### src/rtl/assert_macros.svh
// Assertion helpers for the RTL. Every check is sampled on clk_i and
// held off while rst_ni is low.
`ifndef ASSERT_MACROS_SVH
`define ASSERT_MACROS_SVH

// Same-cycle implication
`define PSH_ASSERT_IMP(lbl, ante, cons, msg) \
  lbl: assert property (@(posedge clk_i) disable iff (!rst_ni) (ante) |-> (cons)) \
    else $error(msg);

// Next-cycle implication
`define PSH_ASSERT_NXT(lbl, ante, cons, msg) \
  lbl: assert property (@(posedge clk_i) disable iff (!rst_ni) (ante) |=> (cons)) \
    else $error(msg);

`endif

### src/rtl/psh_pkg.sv
package psh_pkg;

  // Modulus and its small multiples, used by the range folds
  localparam logic [31:0] HashMod  = 32'd1000000009;
  localparam logic [31:0] HashMod2 = 32'd2000000018;
  localparam logic [31:0] HashMod3 = 32'd3000000027;

  // floor(2^46 / HashMod), quotient estimate for a 46-bit product
  localparam logic [16:0] RecipMu = 17'd70368;

  // Power of the base at the start of a string
  localparam logic [29:0] PowerInit = 30'd1;

  // One character on its way into the multiply-reduce pipeline
  typedef struct packed {
    logic [15:0] char_code;
    logic [29:0] power;
    logic        last;
  } chr_t;

  // Reduced term char * power mod M, ready for accumulation
  typedef struct packed {
    logic [29:0] term;
    logic        last;
  } term_t;

  // Reduce a value below 4M into 0 .. M-1
  function automatic logic [29:0] mod_fold(input logic [31:0] r);
    logic [31:0] res;
    priority if (r >= HashMod3) begin
      res = r - HashMod3;
    end else if (r >= HashMod2) begin
      res = r - HashMod2;
    end else if (r >= HashMod) begin
      res = r - HashMod;
    end else begin
      res = r;
    end
    return res[29:0];
  endfunction

  // power * 31 mod M; the top five bits give a quotient estimate that is
  // at most three short, so the remainder stays below 4M
  function automatic logic [29:0] power_step(input logic [29:0] pow);
    logic [34:0] x;
    logic [34:0] qm;
    x  = (35'(pow) << 5) - 35'(pow);
    qm = 35'(x[34:30]) * 35'(HashMod);
    return mod_fold(32'(x - qm));
  endfunction

endpackage

### src/rtl/psh_power.sv
module psh_power (
  input  logic             clk_i,
  input  logic             rst_ni,
  input  logic             in_valid_i,
  output logic             in_ready_o,
  input  logic [15:0]      char_code_i,
  input  logic             has_char_i,
  input  logic             last_i,
  output psh_pkg::chr_t    chr_o,
  output logic             chr_valid_o,
  input  logic             chr_ready_i,
  output logic [29:0]      power_o
);

  logic [29:0]   power_q, power_d;
  logic          valid_q;
  psh_pkg::chr_t chr_q;
  logic          accept;

  assign in_ready_o = !valid_q || chr_ready_i;
  assign accept     = in_valid_i && in_ready_o;

  // Power advances only on a character and restarts after the last item
  always_comb begin
    power_d = power_q;
    if (accept) begin
      if (last_i) begin
        power_d = psh_pkg::PowerInit;
      end else if (has_char_i) begin
        power_d = psh_pkg::power_step(power_q);
      end
    end
  end

  always_ff @(posedge clk_i or negedge rst_ni) begin
    if (!rst_ni) begin
      power_q <= psh_pkg::PowerInit;
      valid_q <= 1'b0;
    end else begin
      power_q <= power_d;
      if (in_ready_o) begin
        valid_q <= in_valid_i;
      end
    end
  end

  // Input register; an item without a character carries a zero code so
  // its term is zero and the hash is left as it is
  always_ff @(posedge clk_i) begin
    if (accept) begin
      chr_q.char_code <= has_char_i ? char_code_i : 16'd0;
      chr_q.power     <= power_q;
      chr_q.last      <= last_i;
    end
  end

  assign chr_o       = chr_q;
  assign chr_valid_o = valid_q;
  assign power_o     = power_q;

endmodule

### src/rtl/psh_modmul.sv
module psh_modmul (
  input  logic           clk_i,
  input  logic           rst_ni,
  input  psh_pkg::chr_t  chr_i,
  input  logic           chr_valid_i,
  output logic           chr_ready_o,
  output psh_pkg::term_t term_o,
  output logic           term_valid_o,
  input  logic           term_ready_i
);

  // Stage valids and backpressure, bubbles collapse
  logic va_q, vb_q, vc_q, vd_q;
  logic rdy_a, rdy_b, rdy_c, rdy_d;

  logic [45:0] pa_q;
  logic        la_q;
  logic [16:0] qb_q;
  logic [31:0] plb_q;
  logic        lb_q;
  logic [31:0] rc_q;
  logic        lc_q;
  logic [29:0] td_q;
  logic        ld_q;

  logic [33:0] qest;
  logic [46:0] qm;

  assign rdy_d = !vd_q || term_ready_i;
  assign rdy_c = !vc_q || rdy_d;
  assign rdy_b = !vb_q || rdy_c;
  assign rdy_a = !va_q || rdy_b;
  assign chr_ready_o = rdy_a;

  always_ff @(posedge clk_i or negedge rst_ni) begin
    if (!rst_ni) begin
      va_q <= 1'b0;
      vb_q <= 1'b0;
      vc_q <= 1'b0;
      vd_q <= 1'b0;
    end else begin
      if (rdy_a) va_q <= chr_valid_i;
      if (rdy_b) vb_q <= va_q;
      if (rdy_c) vc_q <= vb_q;
      if (rdy_d) vd_q <= vc_q;
    end
  end

  // Quotient estimate from the top 17 bits of the product, at most two short
  assign qest = 34'(pa_q[45:29]) * 34'(psh_pkg::RecipMu);
  // Remainder is below 3M, so the low 32 bits are enough
  assign qm   = 47'(qb_q) * 47'(psh_pkg::HashMod);

  always_ff @(posedge clk_i) begin
    // Stage A: char * power
    if (rdy_a && chr_valid_i) begin
      pa_q <= 46'(chr_i.char_code) * 46'(chr_i.power);
      la_q <= chr_i.last;
    end
    // Stage B: quotient estimate
    if (rdy_b && va_q) begin
      qb_q  <= qest[33:17];
      plb_q <= pa_q[31:0];
      lb_q  <= la_q;
    end
    // Stage C: rough remainder
    if (rdy_c && vb_q) begin
      rc_q <= plb_q - qm[31:0];
      lc_q <= lb_q;
    end
    // Stage D: final fold into 0 .. M-1
    if (rdy_d && vc_q) begin
      td_q <= psh_pkg::mod_fold(rc_q);
      ld_q <= lc_q;
    end
  end

  assign term_o.term  = td_q;
  assign term_o.last  = ld_q;
  assign term_valid_o = vd_q;

endmodule

### src/rtl/psh_accum.sv
module psh_accum (
  input  logic           clk_i,
  input  logic           rst_ni,
  input  psh_pkg::term_t term_i,
  input  logic           term_valid_i,
  output logic           term_ready_o,
  output logic [29:0]    hash_o,
  output logic           hash_valid_o,
  input  logic           hash_ready_i
);

  logic [29:0] hash_q, hash_d;
  logic        out_valid_q, out_valid_d;
  logic [29:0] out_hash_q;
  logic [30:0] sum;
  logic [30:0] sum_red;
  logic        take;

  // Only a last item needs room in the result register
  assign term_ready_o = !term_i.last || !out_valid_q || hash_ready_i;
  assign take         = term_valid_i && term_ready_o;

  // hash + term, both below M, one conditional subtract
  always_comb begin
    sum = 31'(hash_q) + 31'(term_i.term);
    if (sum >= 31'(psh_pkg::HashMod)) begin
      sum_red = sum - 31'(psh_pkg::HashMod);
    end else begin
      sum_red = sum;
    end
  end

  always_comb begin
    hash_d      = hash_q;
    out_valid_d = out_valid_q && !hash_ready_i;
    if (take) begin
      if (term_i.last) begin
        hash_d      = 30'd0;
        out_valid_d = 1'b1;
      end else begin
        hash_d = sum_red[29:0];
      end
    end
  end

  always_ff @(posedge clk_i or negedge rst_ni) begin
    if (!rst_ni) begin
      hash_q      <= 30'd0;
      out_valid_q <= 1'b0;
    end else begin
      hash_q      <= hash_d;
      out_valid_q <= out_valid_d;
    end
  end

  // Result register
  always_ff @(posedge clk_i) begin
    if (take && term_i.last) begin
      out_hash_q <= sum_red[29:0];
    end
  end

  assign hash_o       = out_hash_q;
  assign hash_valid_o = out_valid_q;

endmodule

### src/rtl/polynomial_string_hash.sv
// Polynomial string hash modulo 1000000009: each character c adds c * 31^i
// (i counting the characters of the string) to a running hash, and the item
// flagged tlast returns the finished hash, below 1000000009, then restarts
// at hash 0 and power 1. An item whose tuser flag is low carries no
// character, so a lone such item with tlast hashes an empty string to 0.
// One item is taken every cycle unless a waiting result holds the pipeline;
// a result passes the input register, the pipeline stages and the result
// register before it is offered. The rate is set by two loops, the power of
// 31 update at the input and the add-and-subtract hash accumulator at the
// output, with the char * power product reduced in a four-stage pipeline
// between them. Items that give no result keep flowing while a result waits
// to be taken, until the next last item reaches the accumulator.
`include "assert_macros.svh"

module polynomial_string_hash (
  input  logic        clk_i,
  input  logic        rst_ni,
  input  logic        s_axis_tvalid,
  output logic        s_axis_tready,
  input  logic [15:0] s_axis_tdata,   // [15:0] char_code
  input  logic        s_axis_tuser,   // [0] has_char
  input  logic        s_axis_tlast,   // last_of_string
  output logic        m_axis_tvalid,
  input  logic        m_axis_tready,
  output logic [31:0] m_axis_tdata    // [29:0] hash, [31:30] zero
);

  psh_pkg::chr_t  chr;
  logic           chr_valid, chr_ready;
  psh_pkg::term_t term;
  logic           term_valid, term_ready;
  logic [29:0]    power;
  logic [29:0]    hash;

  // Input register and power of the base
  psh_power u_power (
    .clk_i       (clk_i),
    .rst_ni      (rst_ni),
    .in_valid_i  (s_axis_tvalid),
    .in_ready_o  (s_axis_tready),
    .char_code_i (s_axis_tdata),
    .has_char_i  (s_axis_tuser),
    .last_i      (s_axis_tlast),
    .chr_o       (chr),
    .chr_valid_o (chr_valid),
    .chr_ready_i (chr_ready),
    .power_o     (power)
  );

  // char * power mod M
  psh_modmul u_modmul (
    .clk_i        (clk_i),
    .rst_ni       (rst_ni),
    .chr_i        (chr),
    .chr_valid_i  (chr_valid),
    .chr_ready_o  (chr_ready),
    .term_o       (term),
    .term_valid_o (term_valid),
    .term_ready_i (term_ready)
  );

  // Running hash and result register
  psh_accum u_accum (
    .clk_i        (clk_i),
    .rst_ni       (rst_ni),
    .term_i       (term),
    .term_valid_i (term_valid),
    .term_ready_o (term_ready),
    .hash_o       (hash),
    .hash_valid_o (m_axis_tvalid),
    .hash_ready_i (m_axis_tready)
  );

  assign m_axis_tdata = {2'b00, hash};

  // Checks
  `PSH_ASSERT_NXT(a_power_restart, s_axis_tvalid && s_axis_tready && s_axis_tlast, power == psh_pkg::PowerInit, "power not restarted after last item")
  `PSH_ASSERT_NXT(a_power_hold, s_axis_tvalid && s_axis_tready && !s_axis_tuser && !s_axis_tlast, power == $past(power), "power moved on an item without a character")
  `PSH_ASSERT_IMP(a_power_range, 1'b1, power != 30'd0 && 32'(power) < psh_pkg::HashMod, "power out of range")
  `PSH_ASSERT_IMP(a_hash_range, m_axis_tvalid, m_axis_tdata < psh_pkg::HashMod, "hash result out of range")

endmodule

### config.mk
export PLATFORM = sky130hd
export DESIGN_NAME = polynomial_string_hash
export DESIGN_NICKNAME = d
export VERILOG_FILES = /design/src/rtl/psh_pkg.sv /design/src/rtl/psh_power.sv /design/src/rtl/psh_modmul.sv /design/src/rtl/psh_accum.sv /design/src/rtl/polynomial_string_hash.sv
export VERILOG_INCLUDE_DIRS = /design/src /design/src/rtl
export SDC_FILE = /design/constraint.sdc
export NUM_CORES = 2
export LEC_CHECK = 0
export ABC_AREA = 0
export BUFFER_PORTS_ARGS = -buffer_cell sky130_fd_sc_hd__clkbuf_2
export CORE_MARGIN = 4
export CORE_UTILIZATION = 55
export DETAILED_ROUTE_END_ITERATION = 16
export PLACE_DENSITY = 0.75
export SYNTH_ARGS = -nofsm -noshare
export SYNTH_HDL_FRONTEND = slang
export SYNTH_SLANG_ARGS = --single-unit
export TNS_END_PERCENT = 5
### constraint.sdc
create_clock -name clk_i -period 9.7 [get_ports clk_i]
set_input_delay 1.455 -clock clk_i [delete_from_list [all_inputs] [get_ports clk_i]]
set_output_delay 1.455 -clock clk_i [all_outputs]
set_load 0.005 [all_outputs]
Yosys cells after proc, flatten, opt, wreduce, memory -nomap -nowiden
Index checks and enable logic that the tools add are counted.
- flip-flop bits (word level): 304
- output and inout bits: 34
- add/sub/neg operators: 11
- multiply operators: 4
- order comparisons: 7
- multiplexer cells: 12
- reduce and logical (&&, ||, !) cells: 25
- operators by type and width (operator ; count):
    $mux 30 ; 10
    $sub 30x30->30 const B ; 7
    $ge 32x30->1 const B ; 2
    $ge 32x31->1 const B ; 2
    $ge 32x32->1 const B ; 2
    $sub 32x32->32 ; 2
    $mul 16x30->46 ; 1
    $sub 35x30->35 ; 1
    $mul 17x30->32 const B ; 1
    $mul 5x30->32 const B ; 1
    $add 30x30->31 ; 1
    $ge 31x30->1 const B ; 1
    $mul 17x12->29 const B ; 1
    $logic_and 1x1->1 ; 8
    $logic_not 1->1 ; 8
    $logic_or 1x1->1 ; 7
    $mux 1 ; 2
    $reduce_and 2->1 ; 1
    $reduce_bool 2->1 ; 1

Depth between registers and ports, before layout
- word-level depth: 10
- depth in mapped cells: 43

Cells and area by module
Synthesis repeated with hierarchy kept, for this count alone.
- cell total of the unflattened synthesis: 5194
- area total of the unflattened synthesis: 47850.9 sq um
- by module, submodules not included (module ; times used ; cells an instance ; area an instance (sq um) ; seq. area each (sq um)):
    psh_modmul ; 1 ; 3271 ; 31775.5 ; 4934.7
    psh_power ; 1 ; 1271 ; 10332.4 ; 2188.3
    psh_accum ; 1 ; 649 ; 5724.2 ; 1676.6
    polynomial_string_hash ; 1 ; 3 ; 18.8 ; 0.0

Worst setup path after synthesis
Ideal clock, no wire load.
- path kind: reg2reg
- start: reg u_power.power_q[1], in the netlist u_power.power_o[1]
- end: reg u_power.power_q[29], in the netlist u_power.power_o[29]
- arrival time: 8.598 ns
- slack: 0.984 ns
- stages on the path, launching flop included: 34
- buffers on the path: 3
- cells stage by stage: dfrtp_1 -> ha_1 -> a21o_1 -> a41oi_1 -> and4b_1 -> o21ai_0 -> o211ai_1 -> a31oi_1 -> nor2_1 -> a211oi_1 -> inv_1 -> ha_1 -> ha_1 -> fa_1 -> inv_1 -> ha_1 -> clkbuf_1 -> and2_1 -> clkbuf_1 -> a22o_1 -> a2111oi_0 -> o21bai_1 -> a21oi_1 -> xnor2_2 -> inv_1 -> a2111oi_0 -> a311oi_1 -> a311o_1 -> a21o_1 -> buf_2 -> o211a_1 -> a2111o_1 -> mux2i_1 -> a21o_1
- word-level cells in the longest chain between the ends: 9
- elaborated cells between the ends (all ways): 14
- those cells by class: 5 x add/sub; 1 x mul; 3 x order compare; 5 x mux
- RTL lines (item ; RTL line ; RTL):
    start: declaration ; psh_power.sv:15 ; logic [29:0] power_q, power_d;
    start signal: assignment ; psh_power.sv:37 ; power_q <= psh_pkg::PowerInit;
    start signal: assignment ; psh_power.sv:40 ; power_q <= power_d;
    $sub 35x30->35 * ; psh_pkg.sv:47 ; x = (35'(pow) << 5) - 35'(pow);
    $mul 5x30->32 ; psh_pkg.sv:48 ; qm = 35'(x[34:30]) * 35'(HashMod);
    $sub 32x32->32 * ; psh_pkg.sv:49 ; return mod_fold(32'(x - qm));
    $sub 30x30->30 or $ge 32x30->1 (tied branches) ; psh_pkg.sv:35, psh_pkg.sv:34 ;
    $mux 30 ; psh_pkg.sv:34 ; end else if (r >= HashMod) begin
    $mux 30 ; psh_pkg.sv:32 ; end else if (r >= HashMod2) begin
    $mux 30 * ; psh_pkg.sv:30 ; priority if (r >= HashMod3) begin
    $mux 30 * ; psh_power.sv:29 ; end else if (has_char_i) begin
    $mux 30 * ; psh_power.sv:27 ; if (last_i) begin
Every way passes the cells marked *; elsewhere a longest branch is shown, timed or not. The select of a mux whose other input is x is not followed.
A chain may end at the register's enable or synchronous reset.

Worst setup path in the final report
Ends and elaborated chain as after synthesis.

==> metrics.yaml <==
worst_setup_path:
  critical_path_arrival_ns: 9.62
  critical_path_s_largest_stage_delay_ns: 0.55
  critical_path.endpoint_type: "flip-flop"
  timing.critical_path.slowest_stage_cell: "sky130_fd_sc_hd__fa_1"
  worst_ep_required_time_ns: 10.15
  path_max_fanout: 12
  worstReg2RegEnd: "u_power.power_o[29]"
  timing.rr.start: "u_power.power_o[1]"
  timing.reg2reg.setup_slack_ns: 0.53
  timing.setup.critical_path_class: "flip-flop to flip-flop"
  rr_worst_depth: 39
  crit_path_start_kind: "flip-flop"
logic_synthesis:
  synth_flop_cell: "sky130_fd_sc_hd__edfxtp_1"
  syn-mean-instance-area_um2: 9.42
  synth_async_sr_flop_share: 0.217
  synthesis.area_um2: 45400
  synth_seq_area_share: 0.194
  yosysUniqueCellTypes: 96
  post_synth_edffs: 238
  synth.yosys.warnings: 0
  synth.ff_latch_count: 304
  postSynthCellCount: 4817
floorplanning:
  fp.dieW_um: 295
  die_y_um: 295
  design.core.area_um2: 82000
  die_area_um2: 87100
  num_io_pins: 56
  initial_utilization: 0.553
  row_count: 105
cells_and_area:
  fill_cells: 7037
  synthToLayoutAreaGrowth_pct: 6.68
  layout.area.seq_um2: 8800
  share_of_final_layout_standard_cells_stronger_than_drive_strength_1: 0.0587
  nets: 5953
  finalNonFillerCells: 5928
  area_used_by_multi_input_combinational_logic_um2: 32800
sta:
  grt_setup_unrepaired: "no"
  tns_ns: 0
  max_clock_freq_ghz: 0.109
  slew-limit-headroom: 0.298
  final.setup_skew_ns: 0.0297
  setup_violations: 0
  worst_hold_slack_ns: 0.418
  fin_crit_ns: 9.17
  final_critical_path_setup_slack_ns: 0.528
  max_slew.worst_pin.slew_ns: 1.05
  timing.final.hold_violations: 0
  timing.final.max_slew_violations: 0
  layout_worst_path_cycle_share: 0.946
placement:
  numPlacedInstances: 5857
  gpl.final_weighted_congestion: 0.968
  numPortBuffers: 53
  detailed_place_hpwl_um: 92900
  place_ws_ns: 0.404
global_routing:
  globalRouteTotalUtil: 0.273
  gr-max-usage-layer: "met2"
  grt_pass1_vias: 35600
  met2_usage: 0.459
  grt_use_met1: 0.361
  grt_pass1_wl_um: 189000
  grt_antenna_before_repair: 2
  grt_start_max_net_pins: 60
  grt_remaining_overflow: 0
  gr-usage-met3: 0.0422
drt:
  wl_per_cell_um: 19.6
  initialDrtViolationCount: 2673
  wl_um: 116000
  via_per_instance_ratio: 5.85
  ant_nets: 0
  drc_violation_count_after_routing: 0
  first_pass_iters: 6
  vias: 34700
clocking:
  cts.htree.levels: 2
  cts-buffers-inserted: 37
  cts.clk_slew.worst_paths_ns: 0.06
  cts_setup_buffers: 0
  cts_tree: "done"
  clock_latency_ns: 0.58
  cts_num_sinks: 304
  cts_hold_buffers: 0
  clk_path_buf_depth: 3
  cts-resized-gates: 0
  buffer_type_at_the_clock_tree_root: "sky130_fd_sc_hd__clkbuf_16"
outcome:
  result_of_the_run: "complete, no violations"
worst_hold_path:
  hold_path.class: "flip-flop to flip-flop"
  min_delay_worst_endpoint: "u_modmul.plb_q[13]"
  launch_point_of_the_worst_hold_path: "u_modmul.pa_q[13]"
  hold_path_depth: 0
job:
  drv.max_cap_violation_count: 0
[cell families (layout without fill, tap and decap cells)]
| group | after synthesis | after routing | share of synthesized area |
|---|---|---|---|
| xor+xnor | 263 | 263 | 0.0509 |
| simple gates | 1262 | 1262 | 0.134 |
| other cells | 1 | 5 | 0.0000827 |
| mux | 14 | 14 | 0.00312 |
| buf+inv | 1030 | 1067 | 0.0862 |
| compound gates | 838 | 838 | 0.127 |
| fa+ha+maj | 1105 | 1105 | 0.405 |
| flops | 304 | 304 | 0.194 |
[cell usage after synthesis (9+ instances only)]
| library cell | n | area share |
|---|---|---|
| sky130_fd_sc_hd__o21a_1 | 32 | 0.0053 |
| sky130_fd_sc_hd__a311oi_1 | 10 | 0.0019 |
| sky130_fd_sc_hd__a22o_1 | 37 | 0.0071 |
| sky130_fd_sc_hd__nor4_1 | 14 | 0.0019 |
| sky130_fd_sc_hd__buf_2 | 16 | 0.0018 |
| sky130_fd_sc_hd__nand2b_1 | 31 | 0.0043 |
| sky130_fd_sc_hd__xnor2_1 | 199 | 0.038 |
| sky130_fd_sc_hd__a211oi_1 | 23 | 0.0038 |
| sky130_fd_sc_hd__o31a_1 | 9 | 0.0017 |
| sky130_fd_sc_hd__mux2i_1 | 13 | 0.0029 |
| sky130_fd_sc_hd__and2_1 | 209 | 0.029 |
| sky130_fd_sc_hd__inv_1 | 860 | 0.071 |
| sky130_fd_sc_hd__or3_1 | 25 | 0.0034 |
| sky130_fd_sc_hd__a21boi_0 | 13 | 0.0022 |
| sky130_fd_sc_hd__clkbuf_1 | 145 | 0.012 |
| sky130_fd_sc_hd__ha_1 | 501 | 0.14 |
| sky130_fd_sc_hd__o21ai_0 | 133 | 0.015 |
| sky130_fd_sc_hd__o2111ai_1 | 12 | 0.0023 |
| sky130_fd_sc_hd__a31o_2 | 9 | 0.0017 |
| sky130_fd_sc_hd__nor2b_1 | 27 | 0.0037 |
| sky130_fd_sc_hd__o22ai_1 | 9 | 0.0012 |
| sky130_fd_sc_hd__and3_1 | 25 | 0.0034 |
| sky130_fd_sc_hd__a21oi_1 | 196 | 0.022 |
| sky130_fd_sc_hd__nand4_1 | 32 | 0.0044 |
| sky130_fd_sc_hd__or2_2 | 25 | 0.0034 |
| sky130_fd_sc_hd__o211ai_1 | 23 | 0.0038 |
| sky130_fd_sc_hd__xor2_1 | 63 | 0.012 |
| sky130_fd_sc_hd__o21ai_1 | 14 | 0.0015 |
| sky130_fd_sc_hd__fa_1 | 604 | 0.27 |
| sky130_fd_sc_hd__a2111oi_0 | 13 | 0.0025 |
| sky130_fd_sc_hd__o31ai_1 | 15 | 0.0025 |
| sky130_fd_sc_hd__nor2_1 | 192 | 0.016 |
| sky130_fd_sc_hd__nor3_1 | 69 | 0.0076 |
| sky130_fd_sc_hd__dfrtp_1 | 65 | 0.036 |
| sky130_fd_sc_hd__a31oi_1 | 45 | 0.0062 |
| sky130_fd_sc_hd__edfxtp_1 | 238 | 0.16 |
| sky130_fd_sc_hd__a211o_1 | 13 | 0.0025 |
| sky130_fd_sc_hd__nand2_1 | 499 | 0.041 |
| sky130_fd_sc_hd__a21o_1 | 91 | 0.015 |
| sky130_fd_sc_hd__nand3_1 | 77 | 0.0085 |
| sky130_fd_sc_hd__o21bai_1 | 35 | 0.0058 |
[cells in the final DEF, fill, tap and decap left out, types with 62 or more instances in the layout]
| master | instances |
|---|---|
| sky130_fd_sc_hd__a21o_1 | 89 |
| sky130_fd_sc_hd__a21oi_1 | 194 |
| sky130_fd_sc_hd__and2_1 | 206 |
| sky130_fd_sc_hd__buf_4 | 85 |
| sky130_fd_sc_hd__dfrtp_1 | 65 |
| sky130_fd_sc_hd__edfxtp_1 | 238 |
| sky130_fd_sc_hd__fa_1 | 604 |
| sky130_fd_sc_hd__ha_1 | 501 |
| sky130_fd_sc_hd__inv_1 | 860 |
| sky130_fd_sc_hd__nand2_1 | 499 |
| sky130_fd_sc_hd__nand3_1 | 77 |
| sky130_fd_sc_hd__nor2_1 | 190 |
| sky130_fd_sc_hd__nor3_1 | 69 |
| sky130_fd_sc_hd__o21ai_0 | 132 |
| sky130_fd_sc_hd__xnor2_1 | 196 |
| sky130_fd_sc_hd__xor2_1 | 62 |
[critical path, delay by kind of cell, from the launching register on]
kind	cells	cell delay (ns)
multiplexers	1	0.13
adder cells (fa/ha/maj)	4	1.90
buffers and inverters	5	0.62
AND/OR/NAND/NOR	6	0.83
flip-flops	1	0.45
AO/OA/AOI/OAI	21	4.79
XOR/XNOR	2	0.37
[sequential cells by signal, indices dropped and copies added (netlist names), 17 cells and up]
| name | flops |
|---|---|
| u_accum.hash_o | 30 |
| u_accum.hash_q | 30 |
| u_modmul.pa_q | 46 |
| u_modmul.plb_q | 32 |
| u_modmul.qb_q | 17 |
| u_modmul.rc_q | 32 |
| u_modmul.td_q | 30 |
| u_power.chr_o | 47 |
| u_power.power_o | 30 |
[per-stage QoR]
stage / cell area, um^2 / util
floorplan: 45400 / -
global placement: 47000 / 0.573
detailed placement: 47000 / 0.573
CTS: 48300 / 0.589
global route: 48400 / 0.590
finish: 48400 / 0.590
[layer usage]
metal | wire length (um) | up-vias
met5 | 0 | -
met3 | 8630 | 287
met2 | 54500 | 1292
li1 | - | 15900
met4 | 4910 | 0
met1 | 48100 | 17200
[layout make-up]
cell class,instances,area share
Multi-Input combinational cell,3484,0.677
Timing Repair Buffer,138,0.0188
Tap cell,1070,0.0277
Sequential cell,304,0.182
Clock inverter,21,0.00646
Clock buffer,47,0.0210
Inverter,861,0.0668
Antenna cell,3,0.000155
[worst max-delay path by stage]
| stage | slack, ns | start | end |
|---|---|---|---|
| 3_3_place_gp | 0.54 | u_power.power_o[0] | u_power.power_o[29] |
| 3_5_place_dp | 0.40 | u_power.power_o[0] | u_power.power_o[5] |
| 4_1_cts | 0.33 | u_power.power_o[0] | u_power.power_o[29] |
| 5_1_grt | 0.03 | u_power.power_o[0] | u_power.power_o[5] |
| 6_report | 0.53 | u_power.power_o[1] | u_power.power_o[29] |
| 2_1_floorplan | 0.98 | u_power.power_o[1] | u_power.power_o[29] |
Power is not shown: default switching activity piles up to over one toggle a cycle in this logic, so the estimate is an artifact.
